--- src/rtl/lbc_pkg.sv ---
// types and codes of the buffer cache
// no dependencies
`timescale 1ns / 1ps
package lbc_pkg;
    localparam int BLK_W = 24;
    localparam int IDX_W = 4;

    localparam logic [2:0] OP_GET     = 3'd0;
    localparam logic [2:0] OP_READ    = 3'd1;
    localparam logic [2:0] OP_RELEASE = 3'd2;
    localparam logic [2:0] OP_WRITE   = 3'd3;
    localparam logic [2:0] OP_DWRITE  = 3'd4;
    localparam logic [2:0] OP_FLUSH   = 3'd5;

    localparam logic [1:0] DISK_NONE  = 2'd0;
    localparam logic [1:0] DISK_READ  = 2'd1;
    localparam logic [1:0] DISK_WRITE = 2'd2;

    typedef struct packed {
        logic [2:0]       opcode;
        logic [BLK_W-1:0] block_number;
        logic [IDX_W-1:0] buffer_index;
    } lbc_in_t;

    typedef struct packed {
        logic [IDX_W-1:0] buffer_index_out;
        logic             hit;
        logic             status;
        logic [1:0]       disk_op;
        logic [BLK_W-1:0] disk_block;
        logic [IDX_W-1:0] disk_buffer;
        logic             last;
    } lbc_out_t;

    // controller to datapath
    typedef struct packed {
        logic load;      // capture input beat
        logic scan_clr;  // reset scan pointer
        logic scan_step; // advance scan pointer
        logic lst_clr;   // reset list pointer
        logic lst_step;  // advance list pointer (compacting)
        logic commit;    // apply the operation result
        logic flush_wb;  // clean the scanned buffer
        logic append;    // put target at list tail
    } lbc_cmd_t;

    // datapath to controller
    typedef struct packed {
        logic scan_done;
        logic lst_done;
        logic hit;
        logic scan_dirty;
        logic scan_last;  // no dirty buffer other than the scanned one
    } lbc_sts_t;
endpackage

--- src/rtl/lbc_datapath.sv ---
// state arrays, tag search, free list and result formation
// depends on lbc_pkg
`timescale 1ns / 1ps
module lbc_datapath
    import lbc_pkg::*;
#(
    parameter int NUM_BUFFERS = 16,
    parameter int BLOCK_BITS  = 24
) (
    input  logic     clk,
    input  logic     rst_n,
    input  lbc_in_t  in_beat,
    input  lbc_cmd_t cmd,
    output lbc_sts_t sts,
    output logic     miss_empty,
    output logic     victim_dirty,
    output logic     need_read,
    output logic     idx_ok,
    output logic     any_dirty_reg_o,
    output logic [IDX_W-1:0] grant_idx,
    output logic [BLK_W-1:0] victim_tag,
    output logic [BLK_W-1:0] buf_tag,
    output logic [BLK_W-1:0] scan_tag,
    output logic [IDX_W-1:0] scan_idx
);
    localparam int BW = $clog2(NUM_BUFFERS);
    localparam int CW = $clog2(NUM_BUFFERS + 1);

    logic [BLOCK_BITS-1:0] tag_reg [NUM_BUFFERS];
    logic [NUM_BUFFERS-1:0] mapped_reg, valid_reg, dirty_reg, onlist_reg;
    logic [BW-1:0] order_reg [NUM_BUFFERS];
    logic [CW-1:0] count_reg;

    logic [2:0]            op_reg;
    logic [BLOCK_BITS-1:0] blk_reg;
    logic [IDX_W-1:0]      bi_reg;
    logic [CW-1:0]         scan_reg;
    logic [CW-1:0]         lp_reg;
    logic                  found_reg;
    logic [BW-1:0]         hidx_reg;
    logic [BW-1:0]         victim_reg;
    logic                  removing_reg;
    logic [BW-1:0]         tgt;
    logic [BW-1:0]         sc;
    logic [NUM_BUFFERS-1:0] sc_bit;

    assign sc = scan_reg[BW-1:0];
    assign sc_bit = NUM_BUFFERS'(1) << sc;
    assign idx_ok = ({{(32-IDX_W){1'b0}}, bi_reg} < NUM_BUFFERS);
    // victim is the list head seen when the beat was taken
    assign tgt = (op_reg == OP_GET || op_reg == OP_READ)
        ? (found_reg ? hidx_reg : victim_reg) : bi_reg[BW-1:0];

    assign sts.scan_done  = (scan_reg == CW'(NUM_BUFFERS));
    assign sts.lst_done   = (lp_reg >= count_reg);
    assign sts.hit        = found_reg;
    assign sts.scan_dirty = !sts.scan_done && dirty_reg[sc];
    assign sts.scan_last  = !(|(dirty_reg & ~sc_bit));

    assign miss_empty   = !found_reg && (count_reg == '0);
    assign victim_dirty = dirty_reg[tgt];
    assign need_read    = found_reg ? (!valid_reg[tgt] && !dirty_reg[tgt]) : 1'b1;
    assign any_dirty_reg_o = |dirty_reg;
    assign grant_idx  = IDX_W'(tgt);
    assign victim_tag = BLK_W'(tag_reg[tgt]);
    assign buf_tag    = found_reg ? BLK_W'(tag_reg[tgt]) : BLK_W'(blk_reg);
    assign scan_tag   = BLK_W'(tag_reg[sc]);
    assign scan_idx   = IDX_W'(sc);

    always_ff @(posedge clk)
    begin
        if (cmd.load)
        begin
            op_reg  <= in_beat.opcode;
            blk_reg <= BLOCK_BITS'(in_beat.block_number);
            bi_reg  <= in_beat.buffer_index;
        end
    end

    // one tag compare per cycle during the scan
    always_ff @(posedge clk or negedge rst_n)
    begin
        if (!rst_n)
        begin
            scan_reg  <= '0;
            found_reg <= 1'b0;
            hidx_reg  <= '0;
        end
        else if (cmd.scan_clr)
        begin
            scan_reg  <= '0;
            found_reg <= 1'b0;
        end
        else if (cmd.scan_step)
        begin
            scan_reg <= scan_reg + 1'b1;
            if (!found_reg && mapped_reg[sc] && tag_reg[sc] == blk_reg)
            begin
                found_reg <= 1'b1;
                hidx_reg  <= sc;
            end
        end
    end

    always_ff @(posedge clk or negedge rst_n)
    begin
        if (!rst_n)
        begin
            mapped_reg   <= '0;
            valid_reg    <= '0;
            dirty_reg    <= '0;
            onlist_reg   <= '1;
            count_reg    <= CW'(NUM_BUFFERS);
            lp_reg       <= '0;
            removing_reg <= 1'b0;
            victim_reg   <= '0;
            for (int i = 0; i < NUM_BUFFERS; i++)
            begin
                order_reg[i] <= BW'(i);
                tag_reg[i]   <= '0;
            end
        end
        else
        begin
            if (cmd.lst_clr)
            begin
                lp_reg       <= '0;
                removing_reg <= 1'b0;
                victim_reg   <= order_reg[0];
            end
            else if (cmd.lst_step)
            begin
                // walk the list, shifting entries once the target is passed
                if (lp_reg < count_reg)
                begin
                    if (removing_reg || order_reg[lp_reg[BW-1:0]] == tgt)
                    begin
                        if (lp_reg + 1'b1 < count_reg)
                            order_reg[lp_reg[BW-1:0]] <= order_reg[BW'(lp_reg + 1'b1)];
                        else
                            count_reg <= count_reg - 1'b1;
                        removing_reg <= 1'b1;
                    end
                    lp_reg <= lp_reg + 1'b1;
                end
            end
            if (cmd.commit)
            begin
                unique case (op_reg)
                    OP_GET, OP_READ:
                    begin
                        onlist_reg[tgt] <= 1'b0;
                        if (!found_reg)
                        begin
                            dirty_reg[tgt]  <= 1'b0;
                            valid_reg[tgt]  <= (op_reg == OP_READ);
                            tag_reg[tgt]    <= blk_reg;
                            mapped_reg[tgt] <= 1'b1;
                        end
                        else if (op_reg == OP_READ && !dirty_reg[tgt])
                            valid_reg[tgt] <= 1'b1;
                    end
                    OP_WRITE:
                    begin
                        dirty_reg[tgt] <= 1'b0;
                        valid_reg[tgt] <= 1'b1;
                    end
                    OP_DWRITE:
                    begin
                        dirty_reg[tgt] <= 1'b1;
                        valid_reg[tgt] <= 1'b1;
                    end
                    default: ;
                endcase
            end
            if (cmd.append && !onlist_reg[tgt] && count_reg < CW'(NUM_BUFFERS))
            begin
                order_reg[count_reg[BW-1:0]] <= tgt;
                count_reg <= count_reg + 1'b1;
                onlist_reg[tgt] <= 1'b1;
            end
            if (cmd.flush_wb)
            begin
                dirty_reg[sc] <= 1'b0;
                valid_reg[sc] <= 1'b1;
            end
        end
    end
endmodule

--- src/rtl/lbc_ctrl.sv ---
// sequencer of the buffer cache operations and output beat register
// depends on lbc_pkg
`timescale 1ns / 1ps
module lbc_ctrl
    import lbc_pkg::*;
(
    input  logic     clk,
    input  logic     rst_n,
    input  logic     in_valid,
    output logic     in_stall,
    input  lbc_in_t  in_beat,
    output logic     out_valid,
    input  logic     out_stall,
    output lbc_out_t out_beat,
    output lbc_cmd_t cmd,
    input  lbc_sts_t sts,
    input  logic     miss_empty,
    input  logic     victim_dirty,
    input  logic     need_read,
    input  logic     idx_ok,
    input  logic     any_dirty,
    input  logic [IDX_W-1:0] grant_idx,
    input  logic [BLK_W-1:0] victim_tag,
    input  logic [BLK_W-1:0] buf_tag,
    input  logic [BLK_W-1:0] scan_tag,
    input  logic [IDX_W-1:0] scan_idx
);
    localparam logic [2:0] S_IDLE  = 3'd0;
    localparam logic [2:0] S_SCAN  = 3'd1;
    localparam logic [2:0] S_WB    = 3'd2;
    localparam logic [2:0] S_GRANT = 3'd3;
    localparam logic [2:0] S_LIST  = 3'd4;
    localparam logic [2:0] S_DONE  = 3'd5;
    localparam logic [2:0] S_FLUSH = 3'd6;

    logic [2:0] state_reg, state_next;
    logic [2:0] op_reg;
    logic       ov_reg;
    lbc_out_t   ob_reg;
    logic       emit;
    lbc_out_t   eb;
    logic       room;
    logic       is_get;

    assign room = !ov_reg || !out_stall;
    assign in_stall = (state_reg != S_IDLE);
    assign out_valid = ov_reg;
    assign out_beat = ob_reg;
    assign is_get = (op_reg == OP_GET || op_reg == OP_READ);

    always_comb
    begin
        state_next = state_reg;
        cmd  = '0;
        emit = 1'b0;
        eb   = '0;
        unique case (state_reg)
            S_IDLE:
            begin
                if (in_valid)
                begin
                    cmd.load = 1'b1;
                    cmd.scan_clr = 1'b1;
                    cmd.lst_clr = 1'b1;
                    state_next = S_SCAN;
                end
            end
            S_SCAN:
            begin
                if (op_reg == OP_FLUSH)
                    state_next = S_FLUSH;
                else if (!is_get)
                    state_next = S_LIST;
                else if (!sts.scan_done)
                    cmd.scan_step = 1'b1;
                else if (miss_empty)
                begin
                    if (room)
                    begin
                        emit = 1'b1;
                        eb.status = 1'b1;
                        eb.last = 1'b1;
                        state_next = S_DONE;
                    end
                end
                else
                    state_next = (!sts.hit && victim_dirty) ? S_WB : S_GRANT;
            end
            S_WB:
            begin
                if (room)
                begin
                    emit = 1'b1;
                    eb.buffer_index_out = grant_idx;
                    eb.disk_op = DISK_WRITE;
                    eb.disk_block = victim_tag;
                    eb.disk_buffer = grant_idx;
                    state_next = S_GRANT;
                end
            end
            S_GRANT:
            begin
                if (room)
                begin
                    emit = 1'b1;
                    eb.buffer_index_out = grant_idx;
                    eb.hit = sts.hit;
                    if (op_reg == OP_READ && need_read)
                    begin
                        eb.disk_op = DISK_READ;
                        eb.disk_block = buf_tag;
                        eb.disk_buffer = grant_idx;
                    end
                    eb.last = 1'b1;
                    state_next = S_LIST;
                end
            end
            S_LIST:
            begin
                if (is_get)
                begin
                    // grant emitted; unlink target then apply tag update
                    if (!sts.lst_done)
                        cmd.lst_step = 1'b1;
                    else
                    begin
                        cmd.commit = 1'b1;
                        state_next = S_IDLE;
                    end
                end
                else if (room)
                begin
                    emit = 1'b1;
                    eb.last = 1'b1;
                    if (idx_ok && op_reg == OP_WRITE)
                    begin
                        eb.disk_op = DISK_WRITE;
                        eb.disk_block = victim_tag;
                        eb.disk_buffer = grant_idx;
                    end
                    if (idx_ok && (op_reg == OP_RELEASE || op_reg == OP_WRITE
                                   || op_reg == OP_DWRITE))
                    begin
                        cmd.commit = 1'b1;
                        cmd.append = 1'b1;
                    end
                    state_next = S_IDLE;
                end
            end
            S_FLUSH:
            begin
                // nothing dirty can only be seen on entry
                if (!any_dirty)
                begin
                    if (room)
                    begin
                        emit = 1'b1;
                        eb.last = 1'b1;
                        state_next = S_IDLE;
                    end
                end
                else if (sts.scan_dirty)
                begin
                    if (room)
                    begin
                        emit = 1'b1;
                        eb.disk_op = DISK_WRITE;
                        eb.disk_block = scan_tag;
                        eb.disk_buffer = scan_idx;
                        cmd.flush_wb = 1'b1;
                        cmd.scan_step = 1'b1;
                        // the written one is the last dirty buffer
                        if (sts.scan_last)
                        begin
                            eb.last = 1'b1;
                            state_next = S_IDLE;
                        end
                    end
                end
                else
                    cmd.scan_step = 1'b1;
            end
            S_DONE:
                state_next = S_IDLE;
            default:
                state_next = S_IDLE;
        endcase
    end

    always_ff @(posedge clk or negedge rst_n)
    begin
        if (!rst_n)
        begin
            state_reg <= S_IDLE;
            ov_reg    <= 1'b0;
            op_reg    <= OP_GET;
        end
        else
        begin
            state_reg <= state_next;
            if (cmd.load)
                op_reg <= in_beat.opcode;
            if (emit)
                ov_reg <= 1'b1;
            else if (!out_stall)
                ov_reg <= 1'b0;
        end
    end

    always_ff @(posedge clk)
    begin
        if (emit)
            ob_reg <= eb;
    end
endmodule

--- src/rtl/lru_block_buffer_cache.sv ---
// buffer cache top level: controller plus datapath
// depends on lbc_pkg, lbc_ctrl, lbc_datapath
`timescale 1ns / 1ps
// Fully associative cache manager for NUM_BUFFERS disk-block buffers with an
// LRU free list and delayed write. One request beat is taken at a time; the
// tag search walks one buffer per cycle and the free-list unlink one position
// per cycle. A get or read that misses writes back a dirty victim first, a
// miss with no free buffer ends after the search, and a flush registers a
// write-back beat in the cycle its dirty buffer is scanned, unless the output
// register is full and stalled, which holds back any ready result.
// Result beats leave through an output register that holds under stall.
module lru_block_buffer_cache
    import lbc_pkg::*;
#(
    parameter int NUM_BUFFERS = 16,
    parameter int BLOCK_BITS  = 24
) (
    input  logic     clk,
    input  logic     rst_n,
    input  logic     in_valid,
    output logic     in_stall,
    input  lbc_in_t  in_data,
    output logic     out_valid,
    input  logic     out_stall,
    output lbc_out_t out_data
);
    lbc_cmd_t cmd;
    lbc_sts_t sts;
    logic miss_empty, victim_dirty, need_read, idx_ok, any_dirty;
    logic [IDX_W-1:0] grant_idx, scan_idx;
    logic [BLK_W-1:0] victim_tag, buf_tag, scan_tag;

    lbc_ctrl u_ctrl (
        .clk, .rst_n, .in_valid, .in_stall, .in_beat(in_data),
        .out_valid, .out_stall, .out_beat(out_data),
        .cmd, .sts, .miss_empty, .victim_dirty, .need_read, .idx_ok,
        .any_dirty, .grant_idx, .victim_tag, .buf_tag, .scan_tag, .scan_idx
    );

    lbc_datapath #(.NUM_BUFFERS(NUM_BUFFERS), .BLOCK_BITS(BLOCK_BITS)) u_dp (
        .clk, .rst_n, .in_beat(in_data), .cmd, .sts, .miss_empty,
        .victim_dirty, .need_read, .idx_ok, .any_dirty_reg_o(any_dirty),
        .grant_idx, .victim_tag, .buf_tag, .scan_tag, .scan_idx
    );
endmodule

--- config.mk ---
export PLATFORM = sky130hd
export DESIGN_NAME = lru_block_buffer_cache
export DESIGN_NICKNAME = d
export VERILOG_FILES = /design/src/rtl/lbc_pkg.sv /design/src/rtl/lbc_datapath.sv /design/src/rtl/lbc_ctrl.sv /design/src/rtl/lru_block_buffer_cache.sv
export SDC_FILE = /design/constraint.sdc
export NUM_CORES = 2
export LEC_CHECK = 0
export ABC_CLOCK_PERIOD_IN_PS = 5700
export BUFFER_PORTS_ARGS = -buffer_cell sky130_fd_sc_hd__buf_2
export CAP_MARGIN = 30
export CELL_PAD_IN_SITES_DETAIL_PLACEMENT = 2
export CELL_PAD_IN_SITES_GLOBAL_PLACEMENT = 2
export CORE_MARGIN = 5
export CORE_UTILIZATION = 30
export DETAILED_ROUTE_END_ITERATION = 12
export PLACE_DENSITY_LB_ADDON = 0.25
export SYNTH_ARGS = -nofsm -noshare
export SYNTH_HDL_FRONTEND = slang
export SYNTH_SLANG_ARGS = --single-unit
--- constraint.sdc ---
create_clock -name clk -period 5.7 [get_ports clk]
set_input_delay 1.425 -clock clk [delete_from_list [all_inputs] [get_ports clk]]
set_output_delay 1.425 -clock clk [all_outputs]
set_load 0.005 [all_outputs]
==> results.json <==
{
  "power_mw": 14.8,
  "clockBufferDepth": 3,
  "slew_violations": 0,
  "wire_per_inst_um": 30.5,
  "finalHoldViolCount": 0,
  "detailedRoute.firstIterationViolations": 1465,
  "ios": 74,
  "cpPeakStageDelay_ns": 0.66,
  "crit_arrival_ns": 5.39,
  "synth.area.mux_share_pct": 34.5,
  "synth_top_family_by_area": "multiplexers",
  "synth_async_sr_flop_share_pct": 88.9,
  "grt_overflow": 0,
  "post_cts_resized": 0,
  "endpoint_kind": "register",
  "use_met1_pct": 28.7,
  "cts-root-buf": "clkbuf_16",
  "start_kind": "register",
  "syn_avg_cell_area_um2": 12.8,
  "coreArea_um2": 114000,
  "area_growth_pct": 13.5,
  "synth-adder-area-share_pct": 0.898,
  "vias": 23919,
  "yosysTopAreaCellShare_pct": 36.1,
  "grt_pass1_wl_um": 192000,
  "globalplace.congestion": 0.814,
  "firstDrtPassIters": 5,
  "slowest_stage": "buf_4",
  "synth-simple-area-share_pct": 8.53,
  "dp.final_hpwl_um": 81200,
  "postPlaceCellArea_um2": 36400,
  "fin_skew_ns": 0.0264,
  "drive_gt1_share_pct": 35.4,
  "worstPathRequired_ns": 6.08,
  "crit_chain": "or2_1, o21ai_4, buf_4, buf_4, a21oi_1, a221o_1, a21oi_1, o41ai_4, buf_4, a222oi_1, inv_1",
  "grtUsageMet3_pct": 2.97,
  "stdcell_area_um2": 38900,
  "rows": 124,
  "worst-path-buf-inv": 4,
  "top_usage_layer": "met2",
  "wirelength_um": 129000,
  "cp_max_fo": 42,
  "grt_use_total_pct": 21.2,
  "synth_xor_area_share_pct": 1.04,
  "initial_core_util_pct": 30.1,
  "clk_pin_slew_ns": 0.06,
  "max_slew_margin_pct": 29.0,
  "synth_area_um2": 34300,
  "max_freq_mhz": 199,
  "clk_latency_ns": 0.67,
  "fin_tns_setup_ns": 0,
  "fin_crit_ns": 5.01,
  "hp-class": "register to register",
  "cts-htree-levels": 3,
  "antenna_found_initial": 5,
  "drc": 0,
  "grt_setup_unrepaired": "false",
  "post-cts-setup-buffer-count": 0,
  "cpMostUsedCell": "buf_4",
  "multiInputGateArea_um2": 17500,
  "synth_edf_count": 68,
  "hold_buffers": 0,
  "io_buffers": 73,
  "ys_seq_elements": 612,
  "ir_drop_uv": 216,
  "ys_types": 84,
  "powerDensity_nw_per_um2": 380,
  "fp.dieW_um": 348,
  "synth_top_area_cell": "dfrtp_1",
  "die_area_um2": 121000,
  "ys_warn_count": 0,
  "syn_nets": 2733,
  "ys_seq_area_share_pct": 45.8,
  "grt_pass1_vias": 27332,
  "antenna_left": 0,
  "die_h_um": 348,
  "fin_crit_sh_pct": 87.9,
  "via_per_inst": 5.64,
  "ys.flop_type": "dfrtp_1",
  "outcome": "finished clean",
  "maxCapViolations": 0,
  "worstSetupPathType": "register to register",
  "p_leak_nw": 16.8,
  "largest_reg_flops": 384,
  "numCtsBuffers": 77,
  "fill_cells": 11722,
  "cts_sinks": 612,
  "cts_tree": "built",
  "met2_usage_pct": 36.0,
  "netlist_instances": 2674,
  "grt_max_degree": 108,
  "synth-compound-area-share_pct": 5.70,
  "regArea_um2": 15700,
  "crit_family": "compound AO/OA/AOI/OAI gates",
  "setup_violations": 0,
  "layout.nets": 2722,
  "post-route-util_pct": 34.2,
  "tightest_slew_ns": 1.07,
  "yosys-top-cells-area": "dfrtp_1 (36%), mux4_2 (15%), mux2_2 (12%), edfxtp_1 (6.0%), mux2i_1 (5.9%)"
}
[worst reg2reg max path: stages (launching register included)]
cell,delay (ns)
edfxtp_1,0.59
or2_1,0.51
o21ai_4,0.40
buf_4,0.37
buf_4,0.66
a21oi_1,0.10
a221o_1,0.37
a21oi_1,0.56
o41ai_4,0.19
buf_4,0.35
a222oi_1,0.53
inv_1,0.09
[cell usage after synthesis, types with 9 or more instances]
master    number
nand2b_1      27
nand2_1      272
mux2_2       363
clkbuf_1     146
ha_1          23
o211ai_1      10
a21oi_1       27
a21boi_1      10
nor3_1        14
o21ai_0       87
nor2_1        89
a22oi_1       29
nand3_1       88
o311ai_1      10
buf_2         60
and3_1        12
xor2_1        13
o22ai_1       10
or4_1         11
mux2_1        40
a21o_1        10
dfrtp_1      495
buf_1         25
xnor2_1       26
o21ai_1        9
a31oi_1       12
inv_1         25
edfxtp_1      68
dfstp_2       49
nor2b_1       15
mux4_2       234
buf_6          9
mux2i_1      201
[layer usage]
layer / share of wire [%] / wire [µm]
met1: 45 / 57500
met2: 49 / 63400
met3: 3.9 / 4970
met4: 2.5 / 3290
met5: 0 / 0
[placed cells by master (no fill, tap or decap), types with 23 or more instances in the layout]
cell,n
edfxtp_1,68
mux2i_1,200
mux4_2,234
clkbuf_1,33
inv_1,25
o21ai_0,87
xnor2_1,26
buf_2,72
a21oi_1,27
ha_1,23
a22oi_1,29
mux2_2,362
nand2_1,256
clkbuf_16,79
dfstp_2,49
mux2_1,40
nor2_1,89
nand3_1,87
dfrtp_1,491
buf_4,70
nand2b_1,27
[layout make-up]
| cell class | count | share of cell area (%) |
|---|---|---|
| well taps | 1512 | 4.86 |
| diodes | 1 | 0.00643 |
| inverters | 28 | 0.270 |
| repair buffers | 157 | 3.09 |
| flip-flops and latches | 612 | 40.4 |
| clock inverters | 21 | 0.556 |
| multi-input cells | 1787 | 45.0 |
| clock buffers | 122 | 5.75 |
[cells by family (layout without fill, tap and decap cells)]
| kind of cell | Yosys count | after routing |
|---|---|---|
| simple gates | 596 | 596 |
| buf+inv | 275 | 328 |
| other cells | 0 | 1 |
| flops | 612 | 612 |
| mux | 838 | 838 |
| compound gates | 289 | 289 |
| xor+xnor | 40 | 40 |
| fa+ha+maj | 24 | 24 |
[where the power goes]
part | switching [mW] | internal, mW | leakage, nW | total [mW]
Sequential | 0.739 | 4.99 | 8.00 | 5.72
Clock | 2.06 | 2.81 | 1.19 | 4.87
Combinational | 2.55 | 1.65 | 7.56 | 4.20
Total | 5.35 | 9.44 | 16.8 | 14.8
[through the flow]
stage	cells	hold slack, ns	worst slack (ns)
2_1_floorplan	2674	0.429	1.63
3_3_place_gp	4091	0.444	0.726
3_5_place_dp	4094	0.451	0.686
4_1_cts	4237	0.469	0.664
5_1_grt	4239	0.488	0.477
6_report	4240	0.468	0.687
[worst paths after layout]
check | cells after the start | to | slack, ns | from
max | 11 | u_ctrl.out_beat[17] | 0.69 | u_dp.op_reg[1]
min | 1 | u_dp.mapped_reg[3] | 0.47 | u_dp.mapped_reg[3]
max reg2reg | 11 | u_ctrl.out_beat[17] | 0.69 | u_dp.op_reg[1]
min reg2reg | 1 | u_dp.mapped_reg[3] | 0.47 | u_dp.mapped_reg[3]
max in group asynchronous | 2 | u_dp.scan_reg[0] | 3.75 | rst_n
min in group asynchronous | 1 | u_dp.tag_reg[302] | 0.83 | rst_n
Note: power is estimated with default switching activity, not from simulation.
